<file path="src/hdl/dpr_pkg.sv">
// shared types, constants and status codes of the doppler pitch ratio unit
package dpr_pkg;

    localparam int SQRT_STEPS = 22;
    localparam int DIV_STEPS  = 32;

    localparam logic [2:0] ST_OK         = 3'd0;
    localparam logic [2:0] ST_DISABLED   = 3'd1;
    localparam logic [2:0] ST_COINCIDENT = 3'd2;
    localparam logic [2:0] ST_ZERO_DEN   = 3'd3;
    localparam logic [2:0] ST_SATURATED  = 3'd4;

    localparam logic [1:0] REG_ENABLE        = 2'd0;
    localparam logic [1:0] REG_SOUND_SPEED   = 2'd1;
    localparam logic [1:0] REG_VELOCITY_GAIN = 2'd2;

    localparam logic        RST_ENABLE        = 1'b1;
    localparam logic [31:0] RST_SOUND_SPEED   = 32'd22478848;
    localparam logic [23:0] RST_VELOCITY_GAIN = 24'd65536;
    localparam logic [31:0] RATIO_ONE         = 32'd65536;

    // token moving through the square root cells
    typedef struct packed {
        logic               vld;
        logic [2:0]         st;
        logic [43:0]        rad;
        logic [23:0]        rem;
        logic [21:0]        root;
        logic signed [55:0] dot_s;
        logic signed [55:0] dot_l;
    } t_sqrt_tok;

    // token moving through the divider cells
    typedef struct packed {
        logic        vld;
        logic [2:0]  st;
        logic        neg;
        logic [63:0] rem;
        logic [63:0] ad;
        logic [31:0] lo;
        logic [31:0] q;
    } t_div_tok;

endpackage

</file>
<file path="src/hdl/dpr_sqrt_cell.sv">
// one root digit step of the integer square root chain
module dpr_sqrt_cell (
    input  logic               i_clk,
    input  logic               i_rst_n,
    input  logic               i_adv,
    input  dpr_pkg::t_sqrt_tok i_tok,
    output dpr_pkg::t_sqrt_tok o_tok
);
    import dpr_pkg::*;

    t_sqrt_tok   r_tok;
    t_sqrt_tok   n_tok;
    logic [25:0] w_cur;
    logic [25:0] w_trial;

    always_comb begin
        w_cur   = {i_tok.rem, i_tok.rad[43:42]};
        w_trial = {2'b00, i_tok.root, 2'b01};
        n_tok   = i_tok;
        n_tok.rad = {i_tok.rad[41:0], 2'b00};
        if (w_cur >= w_trial) begin
            n_tok.rem  = 24'(w_cur - w_trial);
            n_tok.root = {i_tok.root[20:0], 1'b1};
        end else begin
            n_tok.rem  = w_cur[23:0];
            n_tok.root = {i_tok.root[20:0], 1'b0};
        end
    end

    always_ff @(posedge i_clk) begin
        if (!i_rst_n) begin
            r_tok.vld <= 1'b0;
        end else if (i_adv) begin
            r_tok <= n_tok;
        end
    end

    assign o_tok = r_tok;
endmodule

</file>
<file path="config.mk">
export PLATFORM = sky130hd
export DESIGN_NAME = dpr_sqrt_cell
export DESIGN_NICKNAME = d
export VERILOG_FILES = /design/src/hdl/dpr_pkg.sv /design/src/hdl/dpr_sqrt_cell.sv
export SDC_FILE = /design/constraint.sdc
export NUM_CORES = 1
export LEC_CHECK = 0
export ABC_AREA = 0
export BUFFER_PORTS_ARGS = -buffer_cell sky130_fd_sc_hd__buf_2
export CORE_AREA = 2 2 162 164
export DETAILED_ROUTE_END_ITERATION = 6
export DIE_AREA = 0 0 164 166
export PLACE_DENSITY_LB_ADDON = 0.1
export SYNTH_ARGS = -nofsm -noshare
export SYNTH_HDL_FRONTEND = slang
export SYNTH_SLANG_ARGS = --single-unit
export TNS_END_PERCENT = 50
</file>
<file path="constraint.sdc">
create_clock -name i_clk -period 6.6 [get_ports i_clk]
set_input_delay 0 -clock i_clk [delete_from_list [all_inputs] [get_ports i_clk]]
set_output_delay 0 -clock i_clk [all_outputs]
set_load 0.05 [all_outputs]
</file>
==> results_dict.tcl, run 1 <==
set metrics [dict create \
    status "finished clean" \
    drt_iter0_drc 358 \
    synth-seq-area-share_pct 76.8 \
    worst_pin_slew_ns 1.08 \
    power.share.sequential_pct 42.1 \
    slew_viol_final 0 \
    vias 6278 \
    fp-row-count 59 \
    p_leak_uw 0.00568 \
    cts_tree "built" \
    synth_edf_count 203 \
    switching_share_pct 29.2 \
    initial_core_util_pct 31.1 \
    clock-sinks 204 \
    clk_latency_ns 0.51 \
    power.switching_uw 1080 \
    period_share_pct 46.2 \
    critPathArrivalTime_ns 3.31 \
    globalRouteTotalUtil_pct 18.0 \
    worstPathMaxFanout 13 \
    synth_most_common_cell "edfxtp_1" \
    antenna_found_initial 0 \
    p_int_uw 2620 \
    path_cells "dlygate4sd3_1 > buf_2 > inv_1 > ha_1 > a21oi_1 > o211a_1 > a211oi_1 > o31ai_2 > nand2_2 > a31oi_4 > buf_4 > mux2_4" \
    hold_path.class "primary input to flip-flop" \
    drtPass1Iterations 4 \
    vdd_drop_max_uv 219 \
    grt_pass1_vias 6359 \
    synthTopCellsByCount "edfxtp_1 (203), inv_1 (30), ha_1 (24)" \
    worstPathRequired_ns 6.85 \
    ys.flop_type "edfxtp_1" \
    synth_area_um2 7960 \
    setup_violations 0 \
    synth.area.top_cells "edfxtp_1 (77%), ha_1 (3.8%), mux2_4 (2.6%)" \
    hpwl_mm 19.0 \
    drive_above_1_share_pct 42.8 \
    fin_skew_ns 0 \
    slew_headroom_pct 28.2 \
    end_kind "flip-flop" \
    clkTransAtPathRegs_ns 0.06 \
    crit_path_max_incr_delay_ns 0.53 \
    fp.dieW_um 164 \
    clockBufferDepth 3 \
    hold_viol 0 \
    clock.fmax_ghz 0.328 \
    cts_htree_levels 1 \
    avgRoutedWirePerCell_um 17.9 \
    drcViolationCount 0 \
    antenna_left 0 \
    fin_tns_setup_ns 0 \
    routed_via_density 4.36 \
    p_per_area_nw_per_um2 279 \
    dp_slack_ns 3.55 \
    antenna_cells 0 \
    gr-total-overflow 0 \
    cts_buffers 24 \
    min_period_ns 3.05 \
    ys_ff_latch 204 \
    gp_congestion 0.795 \
    pin_count 415 \
    yosys.area.top_type "edfxtp_1" \
    rsz0062_at_grt "false" \
    critical_path.startpoint_type "primary input" \
    post_cts_buffers 0 \
    netlist.area_leader.share_pct 76.5 \
    grt_max_degree 85 \
    yosys_warnings 0 \
    rr_worst_depth 3 \
    syn_to_final_growth_pct 66.4 \
    core_um2 25600 \
    syn_inst 450 \
    die-area_um2 27200 \
    ctsRootBufferMaster "clkbuf_16" \
    pwr-share-clk_pct 35.9 \
    routed_wl_mm 25.8 \
    synth_cell_type_count 54 \
    whs_path_depth 5 \
    finalWorstSetupSlack_ns 3.55 \
    die_height_um 166 \
    cp_slowest_cell "dlygate4sd3_1" \
    nets 1319 \
    grt_pass1_wl_mm 37.2 \
    fillers 2246 \
    largest_register_ffs 204 \
    synth_async_sr_flop_share_pct 0 \
    maxCapViolCount 0 \
    p_comb_share_pct 21.9 \
    port_buffers 412 \
    criticalPathCategory "primary input to flip-flop" \
    avgSynthCellArea_um2 17.7 \
]
[worst paths after layout]
check / start / end / slack, ns
setup / recovery: i_tok[121] / o_tok[151] / 3.55
hold reg to reg: o_tok[205] / o_tok[205] / 1.05
hold / removal: i_tok[157] / o_tok[134] / 0.19
setup reg to reg: o_tok[205] / o_tok[205] / 5.47
[metal layers]
layer  GRT usage [%]  vias up  wire length [um]
li1                -     3007                 -
met1            19.7     2982              9550
met2            33.9      250             13600
met4            5.38        0               684
met3            4.35       39              1960
met5               0        -                 0
[final cells by class]
type / instances / area (um^2) / share of cell area, %
clock buffers: 28 / 637 / 4.81
inverters: 30 / 113 / 0.850
well taps: 335 / 419 / 3.16
multi-input cells: 207 / 1680 / 12.7
repair buffers: 619 / 4130 / 31.1
flip-flops and latches: 204 / 6120 / 46.2
clock inverters: 16 / 158 / 1.19
[what timing repair did]
item,in CTS,in global routing
hold endpoints to repair,203,0
gates resized for setup,0,0
hold buffers,204,0
[stage by stage]
step                      instances  hold WS, ns  utilization (%)  total power (uW)  cell area (um^2)
after global routing           1439        0.186             51.7              3840             13200
after global placement         1191        0.176             40.6              2300             10400
after detailed placement       1191        0.178             40.6              2300             10400
after floorplan                 451       0.0989                -              2100              7970
after CTS                      1439        0.156             51.7              3750             13200
final                          1439        0.194             51.7              3700             13200
[cell usage in the layout (no fill, tap or decap), drive strengths merged, types with 4 or more instances in the layout]
| cell | n |
|---|---|
| buf | 415 |
| dlygate4sd3 | 204 |
| edfxtp | 203 |
| inv | 32 |
| clkbuf | 28 |
| ha | 24 |
| a21oi | 22 |
| mux2 | 20 |
| nand2 | 16 |
| o21ai | 14 |
| xnor2 | 12 |
| nor2 | 11 |
| clkinv | 10 |
| a21o | 8 |
| xor2 | 8 |
| nand4 | 5 |
| mux2i | 5 |
| nor3 | 4 |
| o211a | 4 |
| and3 | 4 |
| nor4 | 4 |
| o21a | 4 |
| and2 | 4 |
| o21bai | 4 |
[logic make-up (layout without fill, tap and decap cells)]
family                     count (synthesis)  after routing  synth area share (%)
AOI/OAI and AO/OA                         78             78                  7.15
and+or+nand+nor                           58             58                  3.74
xor gates and xnor gates                  20             20                  2.20
adders and majority gates                 24             24                  3.77
muxes                                     25             25                  4.12
DFF                                      204            204                  76.8
other                                      1              2                0.0471
buffers and inverters                     40            693                  2.18
[power groups by stage]
stage / Sequential [uW] / Clock (uW) / Combinational, uW
2_1_floorplan: 1920 / 0 / 180
3_3_place_gp: 1580 / 0 / 716
3_5_place_dp: 1580 / 0 / 717
4_1_cts: 1560 / 1370 / 820
5_1_grt: 1570 / 1420 / 855
6_report: 1560 / 1330 / 812
[critical path: cells and delay by family]
kind	cells	cell delay (ns)
AOI/OAI and AO/OA	5	1.38
muxes	1	0.32
adders and majority gates	1	0.36
buffers and inverters	4	1.10
and+or+nand+nor	1	0.12
Power figures use the tool's default switching activity.
==> run 2: changes to the inputs <==
==> constraint.sdc (replaced) <==
create_clock -name i_clk -period 3.1 [get_ports i_clk]
set_input_delay 0 -clock i_clk [delete_from_list [all_inputs] [get_ports i_clk]]
set_output_delay 0 -clock i_clk [all_outputs]
set_load 0.05 [all_outputs]
==> run 2 against run 1 <==
Effect of this change:
- clock skew unchanged
- combinational power up 110%
- clock-buffer cell count down 1
- utilization about the same
- worst setup slack worse by 3.1 ns
- non-clock buffer count up 5
- global-route usage up 0.16 points
- sequential cell count unchanged
- die area unchanged
==> results_dict.tcl, run 2 (synthesis gave the netlist of run 1 again) <==
set metrics [dict create \
    status "finished clean" \
    antenna_left 0 \
    critical_path.startpoint_type "primary input" \
    setup_violations 0 \
    post_cts_buffers 0 \
    fin_tns_setup_ns 0 \
    p_per_area_nw_per_um2 578 \
    multiInputGateArea_um2 1680 \
    slew_viol_final 0 \
    final_cell_mix "buf_2 (412), dlygate4sd3_1 (204), edfxtp_1 (203), inv_1 (30), ha_1 (24)" \
    hold_path.class "primary input to flip-flop" \
    hold_ws_ns 0.178 \
    largest_register_ffs 204 \
    clockBufferDepth 3 \
    timing.rr.start "o_tok[205]" \
    port_buffers 412 \
    hpwl_mm 19.0 \
    grt_max_degree 44 \
    cts_htree_levels 1 \
    avgRoutedWirePerCell_um 18.0 \
    die-area_um2 27200 \
    drt_iter0_drc 338 \
    dp_slack_ns 0.441 \
    cts_tree "built" \
    worstPathRequired_ns 3.35 \
    syn_to_final_growth_pct 66.2 \
    rsz0062_at_grt "false" \
    gp_congestion 0.777 \
    core_um2 25600 \
    gr-total-overflow 0 \
    min_period_ns 2.68 \
    seqCellArea_um2 6120 \
    clock-sinks 204 \
    pin_count 415 \
    cts_buffers 23 \
    die_height_um 166 \
    end_kind "flip-flop" \
    routed_wl_mm 26.0 \
    clk_latency_ns 0.50 \
    initial_core_util_pct 31.1 \
    nets 1323 \
    antenna_found_initial 1 \
    placed_cells 1196 \
    maxCapViolCount 0 \
    period_share_pct 86.4 \
    clkTransAtPathRegs_ns 0.06 \
    globalRouteTotalUtil_pct 18.1 \
    drcViolationCount 0 \
    crit_start "i_tok[121]" \
    grt_pass1_vias 6460 \
    utilization_pct 51.7 \
    critPathArrivalTime_ns 2.93 \
    finalWorstSetupSlack_ns 0.420 \
    fp.dieW_um 164 \
    ctsRootBufferMaster "clkbuf_16" \
    hold_viol 0 \
    drtPass1Iterations 4 \
    vias 6276 \
    grt_pass1_wl_mm 37.4 \
    worstPathMaxFanout 12 \
    fillers 2296 \
    criticalPathCategory "primary input to flip-flop" \
    p_leak_uw 0.00567 \
    fp-row-count 59 \
    worst_pin_slew_ns 0.644 \
    post_cts_resized 0 \
    fin_cells 1441 \
    final_common_cell "buf_2" \
    slew_headroom_pct 57.1 \
    hold_path.startpoint "i_adv" \
    drive_above_1_share_pct 43.1 \
    clock.fmax_ghz 0.373 \
    fin_skew_ns 0 \
    routed_via_density 4.36 \
    vdd_drop_max_uv 413 \
]
-- run 2: cell types whose count changed in the layout (fill, tap and decap cells not counted), moves of 2 or more --
| cell | before | now |
|---|---|---|
| buf_4 | 3 | 5 |
| clkinvlp_4 | 1 | 3 |
| clkbuf_16 | 25 | 23 |
| clkinv_1 | 8 | 5 |
| buf_12 | 0 | 3 |
-- run 2: routing by layer --
| layer | wire [um] | global-route usage (%) |
|---|---|---|
| met5 | 0 | 0 |
| met4 | 857 | 6.41 |
| met3 | 1900 | 4.07 |
| met2 | 13800 | 34.3 |
| met1 | 9410 | 19.6 |
-- run 2: path summary, 6_finish.rpt --
check | cells after the start | slack (ns) | end
max | 12 | 0.42 | o_tok[157]
min reg2reg | 3 | 1.07 | o_tok[205]
max reg2reg | 3 | 1.96 | o_tok[205]
min | 2 | 0.18 | o_tok[191]
-- run 2: power by group --
group / leakage (uW) / internal, uW / switching (uW) / total, uW
Sequential: 0.00191 / 3270 / 44.5 / 3320
Combinational: 0.00342 / 593 / 1140 / 1740
Clock: 0.000336 / 1520 / 1070 / 2600
Total: 0.00567 / 5390 / 2260 / 7650
-- run 2: per-stage QoR --
step | instance area, um^2 | power, uW
finish | 13200 | 7650
global route | 13200 | 7950
detailed placement | 10500 | 4910
floorplan | 7970 | 4470
global placement | 10500 | 4900
CTS | 13200 | 7750
-- run 2: what timing repair did --
item / CTS / global route
hold buffers: 204 / 0
setup endpoints to repair: 0 / 0
endpoints found under the hold margin: 203 / 0
-- run 2: layout make-up --
cell class                 count  area share, %
sequential                   204           46.2
timing repair buffer         624           31.7
multi-input combinational    207           12.7
clock buffer                  27           4.46
tap                          335           3.17
clock inverter                13          0.879
inverter                      30          0.851
antenna                        1         0.0189
-- run 2: worst max-delay path: stages --
cell           delay (ns)
dlygate4sd3_1        0.52
buf_2                0.17
inv_1                0.07
ha_1                 0.36
a21oi_1              0.35
o211a_1              0.20
a211oi_1             0.07
o31ai_2              0.24
nand2_2              0.12
a31oi_4              0.19
buf_4                0.26
mux2_2               0.36
