File: config.mk
export PLATFORM = sky130hd
export DESIGN_NAME = dpr_div_cell
export DESIGN_NICKNAME = d
export VERILOG_FILES = /design/src/hdl/dpr_pkg.sv /design/src/hdl/dpr_div_cell.sv
export SDC_FILE = /design/constraint.sdc
export NUM_CORES = 1
export LEC_CHECK = 0
export BUFFER_PORTS_ARGS = -buffer_cell sky130_fd_sc_hd__buf_2
export CAP_MARGIN = 20
export CORE_UTILIZATION = 35
export DETAILED_ROUTE_END_ITERATION = 8
export PLACE_DENSITY_LB_ADDON = 0.3
export SYNTH_ARGS = -nofsm -noshare
export SYNTH_HDL_FRONTEND = slang
export SYNTH_SLANG_ARGS = --single-unit
File: constraint.sdc
create_clock -name i_clk -period 13.9 [get_ports i_clk]
set_input_delay 0.695 -clock i_clk [delete_from_list [all_inputs] [get_ports i_clk]]
set_output_delay 0.695 -clock i_clk [all_outputs]
set_load 0.01 [all_outputs]
File: src/hdl/dpr_pkg.sv
// shared types, constants and status codes of the doppler pitch ratio unit
package dpr_pkg;

    localparam int SQRT_STEPS = 22;
    localparam int DIV_STEPS  = 32;

    localparam logic [2:0] ST_OK         = 3'd0;
    localparam logic [2:0] ST_DISABLED   = 3'd1;
    localparam logic [2:0] ST_COINCIDENT = 3'd2;
    localparam logic [2:0] ST_ZERO_DEN   = 3'd3;
    localparam logic [2:0] ST_SATURATED  = 3'd4;

    localparam logic [1:0] REG_ENABLE        = 2'd0;
    localparam logic [1:0] REG_SOUND_SPEED   = 2'd1;
    localparam logic [1:0] REG_VELOCITY_GAIN = 2'd2;

    localparam logic        RST_ENABLE        = 1'b1;
    localparam logic [31:0] RST_SOUND_SPEED   = 32'd22478848;
    localparam logic [23:0] RST_VELOCITY_GAIN = 24'd65536;
    localparam logic [31:0] RATIO_ONE         = 32'd65536;

    // token moving through the square root cells
    typedef struct packed {
        logic               vld;
        logic [2:0]         st;
        logic [43:0]        rad;
        logic [23:0]        rem;
        logic [21:0]        root;
        logic signed [55:0] dot_s;
        logic signed [55:0] dot_l;
    } t_sqrt_tok;

    // token moving through the divider cells
    typedef struct packed {
        logic        vld;
        logic [2:0]  st;
        logic        neg;
        logic [63:0] rem;
        logic [63:0] ad;
        logic [31:0] lo;
        logic [31:0] q;
    } t_div_tok;

endpackage

File: src/hdl/dpr_div_cell.sv
// one quotient bit step of the restoring divider chain
module dpr_div_cell (
    input  logic              i_clk,
    input  logic              i_rst_n,
    input  logic              i_adv,
    input  dpr_pkg::t_div_tok i_tok,
    output dpr_pkg::t_div_tok o_tok
);
    import dpr_pkg::*;

    t_div_tok    r_tok;
    t_div_tok    n_tok;
    logic [64:0] w_cur;
    logic [64:0] w_dvs;

    always_comb begin
        w_cur    = {i_tok.rem, i_tok.lo[31]};
        w_dvs    = {1'b0, i_tok.ad};
        n_tok    = i_tok;
        n_tok.lo = {i_tok.lo[30:0], 1'b0};
        if (w_cur >= w_dvs) begin
            n_tok.rem = 64'(w_cur - w_dvs);
            n_tok.q   = {i_tok.q[30:0], 1'b1};
        end else begin
            n_tok.rem = w_cur[63:0];
            n_tok.q   = {i_tok.q[30:0], 1'b0};
        end
    end

    always_ff @(posedge i_clk) begin
        if (!i_rst_n) begin
            r_tok.vld <= 1'b0;
        end else if (i_adv) begin
            r_tok <= n_tok;
        end
    end

    assign o_tok = r_tok;
endmodule

==> metrics.cfg, run 1 <==
[pwr]
ir_drop_v=0.00007175
power.share.switching_pct=30.49
p_int_mw=1.100
seqPwrFrac_pct=45.7
p_per_area_nw_per_um2=116.7
switchingPower_mw=0.4824
total_power_mw=1.582
clockPowerShare_pct=31.4
p_comb_share_pct=22.9
power.leakage_nw=5.899

[yosys]
synth_ff_type=edfxtp_1
synth_async_sr_flop_share_pct=0
synth_common_cells=edfxtp_1, a21oi_1, nor2_1
postSynthAreaPerCell_um2=11.22
yosys.cell_count.top_type=edfxtp_1
synth_top_area_share_pct=54.84
synth_area_leaders=edfxtp_1, ha_1, a21oi_1
synth.distinct_cells=66
synth_seq_cells=196
syn_area_um2=10680
ys_seq_area_share_pct=55.03
syn_inst=952
synth_edf_count=195
syn_nets=1217
yosysTopAreaCell=edfxtp_1
yosysWarnings=0

[cells_and_area]
area_delta_synth_final_pct=27.00
nFillCells=2874
largest_reg_flops=196
drive_above_1_share_pct=34.87
nNetsFinal=1595

[die]
start_util_pct=35.84
row_count=63
coreArea_um2=29800
io-pin-count=397
die_h_um=176.7
die_w_um=176.7
dieArea_um2=31210

[sta]
fin_setup_tns_ns=0
skew_ns=0
fin_crit_sh_pct=34.07
max-slew-margin-rel_pct=39.04
maxClockFrequency_mhz=211.2
finalHoldViolCount=0
period_needed_ns=4.736
setup_viol=0
tightest_slew_ns=0.9144
slew_violations=0
rsz0062_at_grt=no

[place]
gp_congestion=0.8622
dp_hpwl_um=24840
io_buffers=394

[clock_tree]
clkSinkCount=196
post_cts_buffers=0
clock_path_buffers=2
cts_tree=done
cts.htree.levels=4
cts_buffers=17
cts-root-buf=clkbuf_16
holdBufCountCts=0
cts_resized=0
path_clk_slew_ns=0.08
insertion_delay_ns=0.44

[grt]
grt_max_degree=82
antenna_found_initial=4
grt_use_total_pct=19.53
grt_pass1_vias=8493
grt_pass1_wl_um=46380
overflow=0

[setup_path]
arrival_ns=4.92
worstSetupStartpointType=input pin
ff2ff_path_depth=2
critPathRequiredTime_ns=14.08
r2r_setup_slack_ns=13.28
cp-end-kind=flip-flop
r2r-start=o_tok[196]$_SDFFE_PN0P_
crit-reg2reg-capture=o_tok[196]$_SDFFE_PN0P_
critPathKind=input pin to flip-flop
cp_max_fo=81

[drt]
post-route-drc-count=0
ant_nets=0
wl_um=31390
first_pass_iters=7
drtIter0Drc=477
wire_per_inst_um=18.08
vias=8720
via_per_inst=5.023

[flow_run]
maxCapViolCount=0

[worst_hold_path]
hp-start=i_tok[29]
min_to=o_tok[30]$_DFFE_PP_
hold_path_class=input pin to flip-flop
whs_path_depth=1

[status]
status=finished clean

## per-stage QoR
step | std cells | utilization (%) | setup WS, ns | cell area, um2 | hold WS (ns)
2_1_floorplan | 952 | - | 8.201 | 10680 | 0.5383
3_3_place_gp | 1701 | 43.51 | 8.733 | 12960 | 0.4947
3_5_place_dp | 1701 | 43.51 | 8.715 | 12960 | 0.5317
4_1_cts | 1732 | 45.48 | 9.184 | 13550 | 0.4022
5_1_grt | 1735 | 45.50 | 8.963 | 13560 | 0.3975
6_report | 1736 | 45.51 | 9.164 | 13560 | 0.4177
## critical path, stage by stage
cell and delay [ns]:
buf_2 0.12, inv_1 0.05, ha_1 0.40, o211ai_1 0.12
a21oi_1 0.23, o21ai_0 0.22, a211oi_1 0.68, o21ai_1 0.25
a41oi_1 0.49, a21o_4 0.42, buf_4 0.69, mux2_2 0.42
## cell families (layout without fill, tap and decap cells)
logic type                 Yosys count  after routing  synth area share (%)
DFF                                196            196                 55.03
buffers and inverters              117            507                 4.699
AOI/OAI and AO/OA                  266            266                 15.47
xor gates and xnor gates            62             62                 5.086
adders and majority gates           65             65                 7.687
other                                1              5               0.03512
muxes                               19             19                 1.969
and+or+nand+nor                    226            226                 10.03
## power by group through the flow
stage / registers, mW / clock network, mW / logic (mW)
after floorplan: 0.768 / 0 / 0.202
after global placement: 0.735 / 0 / 0.357
after detailed placement: 0.736 / 0 / 0.362
after CTS: 0.723 / 0.512 / 0.364
after global routing: 0.727 / 0.530 / 0.399
final: 0.722 / 0.497 / 0.363
## layer usage
metal / vias to the layer above / global-route usage [%] / share of wire, %
met2: 328 / 34.61 / 50
li1: 4252 / - / -
met4: 2 / 6.286 / 1.8
met1: 4109 / 22.97 / 41
met5: - / 0 / 0.054
met3: 29 / 4.875 / 7.4
## layout by cell type (no fill, tap or decap), types with 13 or more instances in the layout
cell	instances
nand4_1	24
edfxtp_1	195
ha_1	64
nor2_1	82
xnor2_1	34
inv_1	78
a21oi_1	129
nand2_1	60
clkbuf_16	17
mux2_2	16
xor2_1	28
o21ai_0	39
buf_2	394
a21o_1	24
nand3_1	13
## worst max path at each step
stage	endpoint	startpoint	slack, ns	cells past startpoint
detailed placement	o_tok[143]$_DFFE_PP_	i_tok[67]	8.71	12
floorplan	o_tok[0]$_DFFE_PP_	i_adv	8.20	1
global placement	o_tok[135]$_DFFE_PP_	i_tok[68]	8.73	12
global route	o_tok[143]$_DFFE_PP_	i_tok[67]	8.96	12
finish	o_tok[135]$_DFFE_PP_	i_tok[68]	9.16	12
CTS	o_tok[143]$_DFFE_PP_	i_tok[67]	9.18	12
## area by class of cell
cell class / count / area (um2) / area share [%]
Clock inverter: 14 / 160.2 / 1.181
Timing Repair Buffer: 397 / 1994 / 14.71
Multi-Input combinational cell: 639 / 4310 / 31.79
Inverter: 79 / 296.5 / 2.187
Antenna cell: 4 / 10.01 / 0.07381
Tap cell: 390 / 488.0 / 3.598
Clock buffer: 17 / 425.4 / 3.137
Sequential cell: 196 / 5876 / 43.33
Note: power is estimated with default switching activity, not from simulation.
==> inputs of run 2 (changes only) <==
- clock period: 13.9 -> 5 ns (I/O delays scaled with it)
==> metrics.cfg, run 2 (synthesis results as in run 1) <==
[cells_and_area]
largest_reg_flops=196  ; unchanged
area_delta_synth_final_pct=39.31  ; was 27.00%
final_common_cell=buf_2  ; unchanged
nFillCells=2721  ; was 2874
drive_above_1_share_pct=32.22  ; was 34.87%
fin_util_pct=49.92  ; was 45.51%
nNetsFinal=1723  ; was 1595
layout_common_cells=buf_2, edfxtp_1, a21oi_1, dlygate4sd3_1, nor2_1  ; was buf_2, edfxtp_1, a21oi_1, nor2_1, inv_1

[drt]
drtIter0Drc=477  ; unchanged
ant_nets=0  ; unchanged
via_per_inst=4.973  ; was 5.023
post-route-drc-count=0  ; unchanged
vias=9270  ; was 8720
wire_per_inst_um=17.39  ; was 18.08 um
wl_um=32420  ; was 31390 um
first_pass_iters=5  ; was 7

[grt]
grt_max_degree=127  ; was 82
grt_busiest_layer=met2  ; unchanged
antenna_found_initial=5  ; was 4
use_met2_pct=35.82  ; was 34.61%
grt.met1_usage_pct=24.40  ; was 22.97%
met3_usage_pct=4.188  ; was 4.875%
grt_pass1_vias=9139  ; was 8493
grt_pass1_wl_um=48450  ; was 46380 um
overflow=0  ; unchanged
grt_use_total_pct=20.34  ; was 19.53%

[setup_path]
critPathKind=input pin to flip-flop  ; unchanged
critPathRequiredTime_ns=5.19  ; was 14.08 ns
arrival_ns=4.26  ; was 4.92 ns
cp_max_fo=35  ; was 81
worst_path_max_delay_cell=a211oi_1  ; was buf_4
critPathMostFrequentCell=buf_4
max_stage_delay_ns=0.67  ; was 0.69 ns
path_cells=dlygate4sd3_1 > buf_2 > inv_1 > ha_1 > nand3_1 > o31ai_1 > o21ai_0 > a211oi_1 > o21ai_1 > a41oi_1 > buf_4 > a21o_4 > buf_4 > mux2_2  ; was buf_2 > inv_1 > ha_1 > o211ai_1 > a21oi_1 > o21ai_0 > a211oi_1 > o21ai_1 > a41oi_1 > a21o_4 > buf_4 > mux2_2
worstSetupStartpointType=input pin  ; unchanged
path_buf_inv=5  ; was 3
cp-end-kind=flip-flop  ; unchanged
path_delay_family=compound AO/OA/AOI/OAI gates  ; unchanged

[sta]
maxClockFrequency_mhz=245.8
tightest_slew_ns=0.8654  ; was 0.9144 ns
worst_hold_slack_ns=0.02515  ; was 0.4177 ns
fin_crit_sh_pct=81.38
skew_ns=0  ; unchanged
period_needed_ns=4.069
finalHoldViolCount=0  ; unchanged
setup_viol=0  ; unchanged
max-slew-margin-rel_pct=41.77  ; was 39.04%
rsz0062_at_grt=no  ; unchanged
slew_violations=0  ; unchanged
fin_setup_tns_ns=0  ; unchanged

[die]
die_h_um=176.7  ; unchanged
coreArea_um2=29800  ; unchanged
dieArea_um2=31210  ; unchanged
start_util_pct=35.84  ; unchanged
die_w_um=176.7  ; unchanged
io-pin-count=397  ; unchanged
row_count=63  ; unchanged

[clock_tree]
clkSinkCount=196  ; unchanged
path_clk_slew_ns=0.08  ; about the same
clock_path_buffers=2  ; unchanged
post_cts_buffers=0  ; unchanged
cts.htree.levels=4  ; unchanged
cts_buffers=17  ; unchanged
cts_tree=done  ; unchanged
cts-root-buf=clkbuf_16  ; unchanged
insertion_delay_ns=0.44  ; about the same

[worst_hold_path]
hold_path_class=input pin to flip-flop  ; unchanged

[status]
status=finished clean  ; unchanged

[flow_run]
maxCapViolCount=0  ; unchanged

[place]
gp_congestion=0.8847  ; was 0.8622
dp_hpwl_um=24590  ; was 24840 um
io_buffers=394  ; unchanged

[pwr]
ir_drop_v=0.0001779  ; was 0.00007175 V
p_per_area_nw_per_um2=304.3  ; was 116.7 nW/um2
power.leakage_nw=6.456  ; was 5.899 nW

## run 2: cell types whose count changed in the layout (fill, tap and decap cells not counted), moves of 2 or more
| cell | change |
|---|---|
| buf_12 | +2 |
| buf_4 | +4 |
| clkinv_4 | -2 |
| clkinv_8 | +2 |
| dlygate4sd3_1 | +122 |
## run 2: repair_timing
item                      CTS  global route
hold endpoints to repair  122             0
gates resized for setup     0             0
hold buffers              122             0
## run 2: where the power goes
group / switching (mW) / leakage, nW / total [mW] / internal [mW]
sequential: 0.0313 / 1.85 / 2.01 / 1.98
clock: 0.742 / 0.296 / 1.43 / 0.684
combinational: 0.613 / 4.31 / 1.09 / 0.477
total: 1.39 / 6.46 / 4.53 / 3.14
## run 2: worst paths after layout
kind	start	end	slack [ns]	cells past startpoint
min reg2reg	o_tok[196]$_SDFFE_PN0P_	o_tok[196]$_SDFFE_PN0P_	0.53	2
min	i_tok[73]	o_tok[73]$_DFFE_PP_	0.03	1
max	i_tok[70]	o_tok[189]$_DFFE_PP_	0.93	14
max reg2reg	o_tok[196]$_SDFFE_PN0P_	o_tok[196]$_SDFFE_PN0P_	4.40	2
## run 2: stage by stage
step | cells | area (um2) | setup WS, ns | total power [mW]
floorplan | 952 | 10680 | 1.900 | 2.689
global placement | 1707 | 13040 | 1.065 | 3.043
detailed placement | 1707 | 13040 | 1.089 | 3.053
CTS | 1861 | 14870 | 1.028 | 4.564
global route | 1864 | 14880 | 0.7354 | 4.729
finish | 1864 | 14880 | 0.9310 | 4.526
## run 2: worst reg2reg max path, cell delays in order, from the launching register on
cell     delay (ns)
dfxtp_1        0.32
mux2i_1        0.13
nor2b_1        0.06
## run 2: area by class of cell
cell class	instances	area (um2)	share of cell area [%]
clock inverter	15	186.4	1.253
tap	390	488.0	3.280
antenna	3	7.507	0.05047
sequential	196	5876	39.50
timing repair buffer	525	3286	22.09
multi-input combinational	639	4310	28.98
clock buffer	17	425.4	2.860
inverter	79	296.5	1.993
## run 2: metal layers
metal | wire, um | vias to the layer above
li1 | - | 4515
met1 | 13320 | 4383
met2 | 16300 | 330
met3 | 2239 | 38
met4 | 542 | 4
met5 | 22 | -
